[src/sv/bet_pkg.sv]
// ----------------------------------------------------------------------------
// bet_pkg
// types, codes and constants of the statement pacing throttle
// ----------------------------------------------------------------------------
`timescale 1ns / 1ps

package bet_pkg;

   // default batch size exponent
   localparam int BET_BATCH_LOG2 = 5;

   // field widths
   localparam int MODE_W    = 2;
   localparam int TIME_W    = 32;
   localparam int COUNT_W   = 32;
   localparam int RATE_W    = 24;
   localparam int US_W      = 20;
   localparam int PRODUCT_W = COUNT_W + US_W;
   localparam int CSR_IDX_W = 2;
   localparam int CSR_DATA_W = 32;

   // microseconds per second
   localparam logic [US_W-1:0] US_PER_SECOND = US_W'(1000000);

   // register reset values
   localparam logic [RATE_W-1:0] RATE_RESET = RATE_W'(1000);

   // transaction modes
   localparam logic [MODE_W-1:0] MODE_STATEMENT = 2'd0;
   localparam logic [MODE_W-1:0] MODE_ENGAGE    = 2'd1;
   localparam logic [MODE_W-1:0] MODE_RESTART   = 2'd2;

   // register indexes
   localparam logic [CSR_IDX_W-1:0] CSR_TARGET_RATE = 2'd0;
   localparam logic [CSR_IDX_W-1:0] CSR_PACE_ALWAYS = 2'd1;

   typedef struct packed {
      logic [MODE_W-1:0] mode;
      logic [TIME_W-1:0] now_us;
   } req_payload_type;

   typedef struct packed {
      logic [TIME_W-1:0]  wait_us;
      logic               checked;
      logic [COUNT_W-1:0] total_count;
   } rsp_payload_type;

   typedef enum logic [2:0] {
      ST_IDLE,
      ST_MUL,
      ST_START,
      ST_DIV,
      ST_FINISH
   } state_type;

endpackage

[src/sv/bet_divider.sv]
// ----------------------------------------------------------------------------
// bet_divider
// restoring divider, one quotient bit per cycle
// ----------------------------------------------------------------------------
`timescale 1ns / 1ps

module bet_divider
   import bet_pkg::*;
#(
   parameter int DIVIDEND_W = PRODUCT_W,
   parameter int DIVISOR_W  = RATE_W
) (
   input  logic                  clock,
   input  logic                  reset,
   input  logic                  start,
   input  logic [DIVIDEND_W-1:0] dividend,
   input  logic [DIVISOR_W-1:0]  divisor,
   output logic                  done,
   output logic [DIVIDEND_W-1:0] quotient
);

   localparam int CNT_W = $clog2(DIVIDEND_W + 1);
   localparam logic [CNT_W-1:0] LAST_STEP = CNT_W'(DIVIDEND_W - 1);

   logic                  busy_ff, busy_in;
   logic                  done_ff, done_in;
   logic [CNT_W-1:0]      count_ff, count_in;
   logic [DIVISOR_W-1:0]  rem_ff, rem_in;
   logic [DIVISOR_W-1:0]  dsr_ff, dsr_in;
   logic [DIVIDEND_W-1:0] quo_ff, quo_in;

   logic [DIVISOR_W:0]    trial;
   logic [DIVISOR_W+1:0]  diff;
   logic                  borrow;

   // one trial subtraction per step
   always_comb begin
      trial  = {rem_ff, quo_ff[DIVIDEND_W-1]};
      diff   = {1'b0, trial} - {2'b00, dsr_ff};
      borrow = diff[DIVISOR_W+1];
   end

   // step sequencing
   always_comb begin
      busy_in  = busy_ff;
      done_in  = 1'b0;
      count_in = count_ff;
      rem_in   = rem_ff;
      dsr_in   = dsr_ff;
      quo_in   = quo_ff;
      if (start) begin
         busy_in  = 1'b1;
         count_in = '0;
         rem_in   = '0;
         dsr_in   = divisor;
         quo_in   = dividend;
      end else if (busy_ff) begin
         rem_in   = borrow ? trial[DIVISOR_W-1:0] : diff[DIVISOR_W-1:0];
         quo_in   = {quo_ff[DIVIDEND_W-2:0], ~borrow};
         count_in = count_ff + 1'b1;
         if (count_ff == LAST_STEP) begin
            busy_in = 1'b0;
            done_in = 1'b1;
         end
      end
   end

   always_ff @(posedge clock) begin
      if (reset) begin
         busy_ff <= 1'b0;
         done_ff <= 1'b0;
      end else begin
         busy_ff <= busy_in;
         done_ff <= done_in;
      end
   end

   // datapath registers
   always_ff @(posedge clock) begin
      count_ff <= count_in;
      rem_ff   <= rem_in;
      dsr_ff   <= dsr_in;
      quo_ff   <= quo_in;
   end

   assign done     = done_ff;
   assign quotient = quo_ff;

endmodule

[src/sv/batched_execution_throttle.sv]
// sequence: a transaction that closes no batch goes from idle to finish; a
//    batch check runs through the multiply, start, divider and finish states
// throughput: one transaction at a time; a batch check waits on the 52-step divider
// reset: synchronous, active high; clears counters, window and engaged flag,
//    sets target_rate to 1000 and pace_always to 0
// ----------------------------------------------------------------------------
// batched_execution_throttle
// paces executed statements to a target rate and reports wait times
// ----------------------------------------------------------------------------
`timescale 1ns / 1ps

module batched_execution_throttle
   import bet_pkg::*;
#(
   parameter int BATCH_LOG2 = BET_BATCH_LOG2
) (
   input  logic                  clock,
   input  logic                  reset,
   input  logic                  req_valid,
   output logic                  req_stall,
   input  req_payload_type       req_data,
   output logic                  rsp_valid,
   input  logic                  rsp_stall,
   output rsp_payload_type       rsp_data,
   input  logic                  csr_valid,
   output logic                  csr_ready,
   input  logic [CSR_IDX_W-1:0]  csr_index,
   input  logic [CSR_DATA_W-1:0] csr_wdata
);

   localparam logic [COUNT_W-1:0] BATCH_MASK = COUNT_W'((64'd1 << BATCH_LOG2) - 64'd1);

   state_type              state_ff, state_in;
   logic [RATE_W-1:0]      rate_ff;
   logic                   pace_always_ff;
   logic [COUNT_W-1:0]     batch_count_ff, batch_count_in;
   logic [TIME_W-1:0]      window_start_ff, window_start_in;
   logic                   engaged_ff, engaged_in;
   logic [COUNT_W-1:0]     total_ff, total_in;
   logic [TIME_W-1:0]      elapsed_ff, elapsed_in;
   logic                   checked_ff, checked_in;
   logic [PRODUCT_W-1:0]   product_ff;
   logic                   rsp_valid_ff, rsp_valid_in;
   rsp_payload_type        rsp_data_ff, rsp_data_in;

   logic                   req_take;
   logic                   rsp_free;
   logic                   pacing;
   logic                   div_start;
   logic                   div_done;
   logic [PRODUCT_W-1:0]   quotient;
   logic [PRODUCT_W:0]     wait_diff;
   logic [TIME_W-1:0]      wait_value;

   assign req_take  = req_valid && !req_stall;
   assign rsp_free  = !rsp_valid_ff || !rsp_stall;
   assign pacing    = (rate_ff != '0) && (pace_always_ff || engaged_ff);
   assign csr_ready = 1'b1;

   // configuration registers
   always_ff @(posedge clock) begin
      if (reset) begin
         rate_ff        <= RATE_RESET;
         pace_always_ff <= 1'b0;
      end else if (csr_valid && csr_ready) begin
         if (csr_index == CSR_TARGET_RATE) begin
            rate_ff <= csr_wdata[RATE_W-1:0];
         end
         if (csr_index == CSR_PACE_ALWAYS) begin
            pace_always_ff <= csr_wdata[0];
         end
      end
   end

   // per-transaction state update at accept
   always_comb begin
      batch_count_in  = batch_count_ff;
      window_start_in = window_start_ff;
      engaged_in      = engaged_ff;
      total_in        = total_ff;
      elapsed_in      = elapsed_ff;
      checked_in      = checked_ff;
      if (req_take) begin
         checked_in = 1'b0;
         elapsed_in = req_data.now_us - window_start_ff;
         unique case (req_data.mode)
            MODE_STATEMENT: begin
               total_in = total_ff + 1'b1;
               if (pacing) begin
                  batch_count_in = batch_count_ff + 1'b1;
                  checked_in     = ((batch_count_in & BATCH_MASK) == '0);
               end
            end
            MODE_ENGAGE: begin
               if (!engaged_ff) begin
                  engaged_in      = 1'b1;
                  batch_count_in  = '0;
                  window_start_in = req_data.now_us;
               end
            end
            MODE_RESTART: begin
               batch_count_in  = '0;
               window_start_in = req_data.now_us;
               engaged_in      = 1'b0;
            end
            default: begin
            end
         endcase
      end
   end

   always_ff @(posedge clock) begin
      if (reset) begin
         batch_count_ff  <= '0;
         window_start_ff <= '0;
         engaged_ff      <= 1'b0;
         total_ff        <= '0;
      end else begin
         batch_count_ff  <= batch_count_in;
         window_start_ff <= window_start_in;
         engaged_ff      <= engaged_in;
         total_ff        <= total_in;
      end
   end

   // transaction scratch registers and expected-time product
   always_ff @(posedge clock) begin
      elapsed_ff <= elapsed_in;
      checked_ff <= checked_in;
      if (state_ff == ST_MUL) begin
         product_ff <= batch_count_ff * US_PER_SECOND;
      end
   end

   // next state
   always_comb begin
      state_in = state_ff;
      unique case (state_ff)
         ST_IDLE: begin
            if (req_take) begin
               state_in = checked_in ? ST_MUL : ST_FINISH;
            end
         end
         ST_MUL:   state_in = ST_START;
         ST_START: state_in = ST_DIV;
         ST_DIV: begin
            if (div_done) begin
               state_in = ST_FINISH;
            end
         end
         ST_FINISH: begin
            if (rsp_free) begin
               state_in = ST_IDLE;
            end
         end
         default: state_in = ST_IDLE;
      endcase
   end

   always_ff @(posedge clock) begin
      if (reset) begin
         state_ff <= ST_IDLE;
      end else begin
         state_ff <= state_in;
      end
   end

   // state outputs
   always_comb begin
      req_stall = 1'b1;
      div_start = 1'b0;
      unique case (state_ff)
         ST_IDLE:  req_stall = 1'b0;
         ST_START: div_start = 1'b1;
         default: begin
         end
      endcase
   end

   bet_divider #(
      .DIVIDEND_W (PRODUCT_W),
      .DIVISOR_W  (RATE_W)
   ) u_divider (
      .clock    (clock),
      .reset    (reset),
      .start    (div_start),
      .dividend (product_ff),
      .divisor  (rate_ff),
      .done     (div_done),
      .quotient (quotient)
   );

   // expected minus elapsed, saturated
   always_comb begin
      wait_diff = {1'b0, quotient} - {{(PRODUCT_W - TIME_W + 1){1'b0}}, elapsed_ff};
      if (!checked_ff || wait_diff[PRODUCT_W]) begin
         wait_value = '0;
      end else if (wait_diff[PRODUCT_W-1:TIME_W] != '0) begin
         wait_value = '1;
      end else begin
         wait_value = wait_diff[TIME_W-1:0];
      end
   end

   // result register
   always_comb begin
      rsp_valid_in = rsp_valid_ff && rsp_stall;
      rsp_data_in  = rsp_data_ff;
      if (state_ff == ST_FINISH && rsp_free) begin
         rsp_valid_in            = 1'b1;
         rsp_data_in.wait_us     = wait_value;
         rsp_data_in.checked     = checked_ff;
         rsp_data_in.total_count = total_ff;
      end
   end

   always_ff @(posedge clock) begin
      if (reset) begin
         rsp_valid_ff <= 1'b0;
      end else begin
         rsp_valid_ff <= rsp_valid_in;
      end
   end

   always_ff @(posedge clock) begin
      rsp_data_ff <= rsp_data_in;
   end

   assign rsp_valid = rsp_valid_ff;
   assign rsp_data  = rsp_data_ff;

endmodule

[config.mk]
export PLATFORM = sky130hd
export DESIGN_NAME = batched_execution_throttle
export DESIGN_NICKNAME = d
export VERILOG_FILES = /design/src/sv/bet_pkg.sv /design/src/sv/bet_divider.sv /design/src/sv/batched_execution_throttle.sv
export SDC_FILE = /design/constraint.sdc
export NUM_CORES = 1
export LEC_CHECK = 0
export BUFFER_PORTS_ARGS = -buffer_cell sky130_fd_sc_hd__buf_2
export CORE_UTILIZATION = 31
export DETAILED_ROUTE_END_ITERATION = 10
export PLACE_DENSITY = 0.44
export SYNTH_ARGS = -nofsm -noshare
export SYNTH_HDL_FRONTEND = slang
export SYNTH_SLANG_ARGS = --single-unit
[constraint.sdc]
create_clock -name clock -period 10.83 [get_ports clock]
set_input_delay 0 -clock clock [delete_from_list [all_inputs] [get_ports clock]]
set_output_delay 0 -clock clock [all_outputs]
set_load 0.01 [all_outputs]
==> results of run 1 <==
==> power groups by stage <==
stage,clock network (mW),registers (mW),logic [mW]
after floorplan,0,1.69,0.690
after global placement,0,1.70,0.887
after detailed placement,0,1.70,0.898
after CTS,1.67,1.67,0.935
after global routing,1.73,1.68,1.06
final,1.61,1.67,0.933
==> stage by stage <==
step                hold WS (ns)  cell area [um^2]
finish                    0.0557             30700
detailed placement         0.221             27900
global placement           0.220             27900
global route              0.0940             30700
CTS                       0.0346             30700
floorplan                  0.124             26100
==> layout make-up <==
type                            instances  area share, %
Clock buffer                           61           4.14
Clock inverter                         29           1.01
Multi-Input combinational cell       1960           48.9
Sequential cell                       378           31.8
Timing Repair Buffer                  265           6.38
Inverter                              280           3.42
Tap cell                             1080           4.40
==> registers in the layout (all words and copies together) (netlist names), 3 cells and up <==
register,flops
u_divider.rem_ff,24
elapsed_ff,32
rsp_data,65
u_divider.quotient,52
u_divider.dsr_ff,24
state_ff,3
rate_ff,24
u_divider.count_ff,6
batch_count_ff,32
total_ff,32
product_ff,46
window_start_ff,32
==> metal layers <==
| metal | up-vias | GRT usage, % | wire length, um |
|---|---|---|---|
| met4 | 0 | 3.50 | 1240 |
| met5 | - | 0 | 0 |
| li1 | 9776 | - | - |
| met2 | 293 | 26.3 | 31600 |
| met1 | 9571 | 20.2 | 30000 |
| met3 | 78 | 1.97 | 2420 |
==> cells in the final DEF, fill, tap and decap left out, types with 17 or more instances in the layout <==
cell type      count
inv_1            279
o21a_1            21
nand2b_1          21
nor4_1            18
nor2_1           178
dfxtp_1          159
nand4_1           32
a21oi_1          227
dlygate4sd3_1    118
xor2_1            75
a21o_1            57
xnor2_1          109
edfxtp_1         219
nor3_1            46
and2_1            18
ha_1             274
nand3_1           39
buf_2            130
buf_4             17
nand2_1          354
and3_1            20
nor2b_1           23
clkbuf_16         48
fa_1             138
o21ai_0          101
==> worst max-delay path: cells and delay by family, from the launching register on <==
kind / cells / cell delay [ns]
fa+ha+maj: 7 / 3.28
simple gates: 4 / 0.73
buf+inv: 2 / 0.35
flops: 1 / 0.51
xor+xnor: 1 / 0.12
compound gates: 6 / 1.60
==> cells by family after synthesis <==
group / count (synthesis) / synth area share [%]
AO/OA/AOI/OAI: 528 / 12.4
XOR/XNOR: 184 / 6.16
adder cells (fa/ha/maj): 412 / 23.7
buffers and inverters: 362 / 5.37
flip-flops: 378 / 37.3
multiplexers: 12 / 0.474
other: 1 / 0.0143
AND/OR/NAND/NOR: 823 / 14.6
==> worst min path at each step <==
stage                       startpoint                       to  slack, ns  cells after the start
final                     csr_index[1]  rate_ff[4]$_SDFFE_PP0P_       0.06                      5
after global routing      csr_index[1]  rate_ff[4]$_SDFFE_PP0P_       0.09                      5
after CTS                 csr_index[1]  rate_ff[4]$_SDFFE_PP0P_       0.03                      5
after detailed placement  csr_wdata[8]  rate_ff[8]$_SDFFE_PP1P_       0.22                      3
after global placement    csr_wdata[8]  rate_ff[8]$_SDFFE_PP1P_       0.22                      3
after floorplan           csr_wdata[6]  rate_ff[6]$_SDFFE_PP1P_       0.12                      2
==> flow_metrics.py, run 1 <==
metrics = {
    "yosys": {
        "netlist_top_cells_count": "nand2_1 (356), inv_1 (279), ha_1 (274)",
        "syn_area_um2": 26100,
        "yosysUniqueCellTypes": 78,
        "syn_area_per_cell_um2": 9.68,
        "ys_top_cells_by_area": "edfxtp_1 (25%), ha_1 (13%), dfxtp_1 (12%)",
        "synth_cells": 2700,
        "synth_edf_count": 219,
        "synth_seq_cells": 378,
        "synth_warnings": 0,
        "syn_nets": 3185,
        "synthMostInstantiatedCell": "nand2_1",
        "async_flop_share_pct": 0,
        "synth_seq_area_share_pct": 37.3,
        "yosys.area.top_type": "edfxtp_1",
        "synthFlopType": "edfxtp_1",
        "synth.top_cell.area_share_pct": 25.2,
    },
    "place": {
        "io_buffers": 131,
        "placed_cells_incl_taps": 3845,
        "place_ws_ns": 3.97,
        "dp_hpwl_um": 49800,
        "place.gp.congestion": 0.857,
    },
    "timing": {
        "clock_skew_ns": 0.0209,
        "fin_ws_ns": 3.97,
        "period_minus_slack_ns": 6.86,
        "rsz0062_at_grt": "no",
        "max_freq_mhz": 146,
        "slew_viol_final": 0,
        "setup_viol": 0,
        "fin_tns_setup_ns": 0,
        "hold_viol": 0,
        "worst_pin_slew_ns": 1.25,
        "post-route-period-util_pct": 63.4,
        "maxSlewHeadroom_pct": 16.8,
    },
    "cts": {
        "hold_buffers": 118,
        "cts_setup_buffers": 0,
        "root_buffer": "clkbuf_16",
        "clkSlewWorstSetupHoldPaths_ns": 0.06,
        "h-tree-depth": 2,
        "cts_buffer_depth": 3,
        "cts_sinks": 378,
        "clk_latency_ns": 0.59,
        "cts_tree": "done",
        "cts_buffers": 48,
        "cts-resized-gates": 0,
    },
    "worst_setup_path": {
        "cp-end-kind": "flip-flop",
        "crit_path_start": "batch_count_ff[11]$_SDFFE_PP0P_",
        "rrSetupSlack_ns": 3.97,
        "cpMaxStageDelayCell": "fa_1",
        "r2r-end": "product_ff[50]$_DFFE_PP_",
        "crit_path_max_fanout": 6,
        "reg2reg_depth": 20,
        "setup.worst_path.start_class": "flip-flop",
        "worstPathRequired_ns": 11.15,
        "arrival_ns": 7.18,
        "critical_path_class": "reg -> reg",
        "cpPeakStageDelay_ns": 0.60,
        "reg2reg_from": "batch_count_ff[11]$_SDFFE_PP0P_",
        "crit_path_cell_trace": "inv_1 -> fa_1 -> inv_1 -> fa_1 -> fa_1 -> fa_1 -> ha_1 -> fa_1 -> ha_1 -> and3_1 -> nand2_1 -> nor3_1 -> o211ai_1 -> a21o_1 -> a2111oi_0 -> o311ai_0 -> nand3_1 -> a221oi_1 -> o21ai_0 -> xor2_1",
        "timing.critical_path.mode_cell": "fa_1",
        "crit_end": "product_ff[50]$_DFFE_PP_",
    },
    "route": {
        "viasPerCell": 4.87,
        "vias": 19700,
        "firstDrtPassIters": 5,
        "postRouteAntennaNets": 0,
        "wl_per_cell_um": 16.1,
        "drt_iter0_drc": 952,
        "drc_errors": 0,
        "drt_wl_total_um": 65300,
    },
    "floorplan": {
        "die-area_um2": 85500,
        "die_y_um": 292,
        "initial_utilization_pct": 31.3,
        "die_x_um": 292,
        "std_cell_rows": 106,
        "core_um2": 83600,
        "io_pins": 141,
    },
    "layout": {
        "nNetsFinal": 3418,
        "multi_input_area_um2": 15000,
        "fin_util_pct": 36.8,
        "drive_gt1_share_pct": 8.51,
        "areaGrowthSynthToFinish_pct": 17.5,
        "fillers": 8417,
        "seq_area_um2": 9760,
        "layout.cells.non_filler": 4053,
        "n_antenna_cell": 0,
    },
    "job": {
        "max_cap_violations": 0,
    },
    "global_route": {
        "antenna_found_initial": 3,
        "grt_usage_pct": 15.2,
        "grt_pass1_wl_um": 106000,
        "overflow": 0,
        "grt_pass1_vias": 19900,
        "grt_max_degree": 73,
    },
    "pwr": {
        "cellPowerDensity_nw_per_um2": 137,
        "pwr-share-seq_pct": 39.6,
        "total_power_mw": 4.21,
        "max-vdd-ir-drop_uv": 114,
        "switching_power_mw": 1.25,
        "pwr-share-comb_pct": 22.2,
        "p_clk_share_pct": 38.2,
        "p_leak_nw": 13.9,
        "intPower_mw": 2.96,
        "p_sw_share_pct": 29.8,
    },
    "min_path": {
        "hold_path_class": "in -> reg",
    },
    "outcome": {
        "status": "complete, no violations",
    },
}
No activity file was read; power rests on OpenSTA's default activity.
==> run 2, diff against run 1 <==
--- a/config.mk
+++ b/config.mk
@@ -5,6 +5,7 @@
 export SDC_FILE = /design/constraint.sdc
 export NUM_CORES = 1
 export LEC_CHECK = 0
+export ABC_AREA = 1
 export BUFFER_PORTS_ARGS = -buffer_cell sky130_fd_sc_hd__buf_2
 export CORE_UTILIZATION = 31
 export DETAILED_ROUTE_END_ITERATION = 10
==> constraint.sdc (replaced) <==
create_clock -name clock -period 7.1 [get_ports clock]
set_input_delay 0 -clock clock [delete_from_list [all_inputs] [get_ports clock]]
set_output_delay 0 -clock clock [all_outputs]
set_load 0.01 [all_outputs]
==> run 2 against run 1 <==
  * Total power grew 39%
  * Cell count up 23%
  * Setup slack worse by 2.8 ns
  * Register-to-register slack got worse by 2.8 ns
  * Die area is 9.1% higher
  * Cell area up 7.4%
  * Flip-flop and latch count unchanged
  * Maximum frequency rose by 16%
  * Highest routed layer unchanged
==> flow_metrics.py, run 2 <==
metrics = {
    "yosys": {
        "synth_edf_count": 219,
        "syn_nets": 4036,
        "syn_area_per_cell_um2": 8.04,
        "syn_area_um2": 28500,
        "synth_seq_area_share_pct": 34.2,
        "synthMostInstantiatedCell": "nand2_1",
        "synthFlopType": "edfxtp_1",
        "synth_warnings": 0,
        "yosysUniqueCellTypes": 55,
        "yosys.area.top_type": "edfxtp_1",
        "synth_seq_cells": 378,
        "netlist_top_cells_count": "nand2_1 (831), inv_1 (628), nor2_1 (295)",
        "synth.top_cell.area_share_pct": 23.0,
        "async_flop_share_pct": 0,
        "synth_cells": 3551,
        "ys_top_cells_by_area": "edfxtp_1 (23%), ha_1 (12%), dfxtp_1 (11%)",
    },
    "worst_setup_path": {
        "setup.worst_path.start_class": "flip-flop",
        "reg2reg_depth": 22,
        "worstPathRequired_ns": 7.46,
        "crit_path_max_fanout": 7,
        "crit_path_start": "batch_count_ff[7]$_SDFFE_PP0P_",
        "arrival_ns": 6.26,
        "cp-end-kind": "flip-flop",
        "critical_path_class": "reg -> reg",
        "reg2reg_from": "batch_count_ff[7]$_SDFFE_PP0P_",
    },
    "layout": {
        "fillers": 9639,
        "multi_input_area_um2": 16200,
        "layout_common_cells": "nand2_1 (831), inv_1 (626), nor2_1 (293)",
        "mostFrequentLayoutCell": "nand2_1",
        "drive_gt1_share_pct": 6.78,
        "nNetsFinal": 4268,
        "areaGrowthSynthToFinish_pct": 15.6,
        "largest_register_ffs": 65,
        "seq_area_um2": 9760,
    },
    "timing": {
        "post-route-period-util_pct": 83.2,
        "fin_tns_setup_ns": 0,
        "max_freq_mhz": 169,
        "period_minus_slack_ns": 5.90,
        "worst_pin_slew_ns": 1.08,
        "hold_viol": 0,
        "setup_viol": 0,
        "slew_viol_final": 0,
        "clock_skew_ns": 0.0333,
        "fin_ws_ns": 1.20,
        "rsz0062_at_grt": "no",
        "maxSlewHeadroom_pct": 28.3,
    },
    "pwr": {
        "max-vdd-ir-drop_uv": 163,
        "cellPowerDensity_nw_per_um2": 177,
        "p_leak_nw": 15.9,
        "total_power_mw": 5.83,
    },
    "route": {
        "firstDrtPassIters": 5,
        "drt_wl_total_um": 79500,
        "drc_errors": 0,
        "postRouteAntennaNets": 0,
        "viasPerCell": 4.58,
        "vias": 22900,
        "wl_per_cell_um": 15.9,
        "drt_iter0_drc": 1086,
    },
    "cts": {
        "root_buffer": "clkbuf_16",
        "clkSlewWorstSetupHoldPaths_ns": 0.06,
        "cts_tree": "done",
        "cts_sinks": 378,
        "cts_buffer_depth": 3,
        "cts_buffers": 47,
        "cts_setup_buffers": 0,
        "h-tree-depth": 2,
        "clk_latency_ns": 0.63,
        "cts-resized-gates": 0,
    },
    "place": {
        "dp_hpwl_um": 63100,
        "place_ws_ns": 1.14,
        "io_buffers": 131,
        "place.gp.congestion": 0.885,
    },
    "floorplan": {
        "die_x_um": 305,
        "die-area_um2": 93300,
        "io_pins": 141,
        "core_um2": 90600,
        "std_cell_rows": 110,
        "die_y_um": 305,
        "initial_utilization_pct": 31.5,
    },
    "global_route": {
        "grt_max_degree": 100,
        "grt_pass1_vias": 22900,
        "grt_pass1_wl_um": 126000,
        "overflow": 0,
        "antenna_found_initial": 1,
        "grt_usage_pct": 17.0,
    },
    "min_path": {
        "hp-start": "csr_index[0]",
        "min_path_cells": 5,
        "hold_path_class": "in -> reg",
    },
    "job": {
        "max_cap_violations": 0,
    },
    "outcome": {
        "status": "complete, no violations",
    },
}
[run 2: cell types whose count changed after synthesis, sizes merged, moves of 17 or more]
| cell | change |
|---|---|
| clkbuf | -26 |
| o21ai | +68 |
| xnor2 | -46 |
| nand2 | +478 |
| a21o | -44 |
| nor2b | -23 |
| inv | +350 |
| a31oi | +21 |
| nand3 | +114 |
| nand2b | -21 |
| nor2 | +127 |
| or3 | -18 |
| and3 | -17 |
| and2 | -17 |
[run 2: per-layer routing]
metal / global-route usage, % / share of wire [%] / wire [um] / vias to the layer above
li1: - / - / - / 11900
met1: 23.2 / 49 / 39200 / 10600
met2: 28.1 / 45 / 36000 / 268
met3: 2.05 / 2.7 / 2120 / 106
met4: 5.32 / 2.7 / 2190 / 0
met5: 0 / 0 / 0 / -
[run 2: cell type report]
cell class | count | area share, %
multi-input cells | 2480 | 49.1
flip-flops and latches | 378 | 29.6
inverters | 630 | 7.17
repair buffers | 246 | 5.23
well taps | 1176 | 4.46
clock buffers | 65 | 3.89
clock inverters | 21 | 0.580
diodes | 1 | 0.00759
[run 2: kinds of logic after synthesis]
family	share of synthesized area, %
buffers and inverters	9.22
AO/OA/AOI/OAI	9.88
AND/OR/NAND/NOR	20.5
adder cells (fa/ha/maj)	21.7
XOR/XNOR	4.54
flip-flops	34.2
other	0.0131
[run 2: stage by stage]
step | util, % | std cells | cell area [um^2] | hold WS, ns
detailed placement | 33.9 | 4827 | 30700 | 0.220
global route | 36.4 | 4997 | 33000 | 0.0205
CTS | 36.4 | 4996 | 33000 | 0.000753
floorplan | - | 3551 | 28500 | 0.126
finish | 36.4 | 4997 | 33000 | 0.0249
global placement | 33.9 | 4827 | 30700 | 0.221
[run 2: critical path, cell delays in order (launching register included)]
cell      delay [ns]
dfxtp_1         0.54
inv_1           0.23
fa_1            0.57
inv_1           0.06
fa_1            0.50
fa_1            0.57
fa_1            0.43
ha_1            0.29
inv_1           0.05
fa_1            0.50
inv_1           0.05
ha_1            0.37
a21oi_1         0.23
o21ai_0         0.14
a21oi_1         0.14
nand2_1         0.06
a21oi_1         0.27
o21bai_1        0.16
nand2_1         0.09
nand2_1         0.11
nand2_1         0.08
nand2_1         0.05
xor2_1          0.15
[run 2: worst paths after layout]
path                                    to  slack, ns
setup / recovery  product_ff[45]$_DFFE_PP_       1.20
hold reg to reg     rsp_data[30]$_DFFE_PP_       0.45
setup reg to reg  product_ff[45]$_DFFE_PP_       1.20
hold / removal    rate_ff[12]$_SDFFE_PP0P_       0.02
[run 2: what timing repair did]
item,in CTS,in global routing
setup endpoints to repair,0,0
hold buffers,83,0
hold endpoints to repair,121,0
[run 2: power by group]
group          leakage [nW]  switching, mW  internal [mW]  total [mW]
clock network         0.715           1.01           1.34        2.35
logic                  11.9          0.648          0.369        1.02
registers              3.34         0.0449           2.42        2.47
total                  15.9           1.70           4.13        5.83
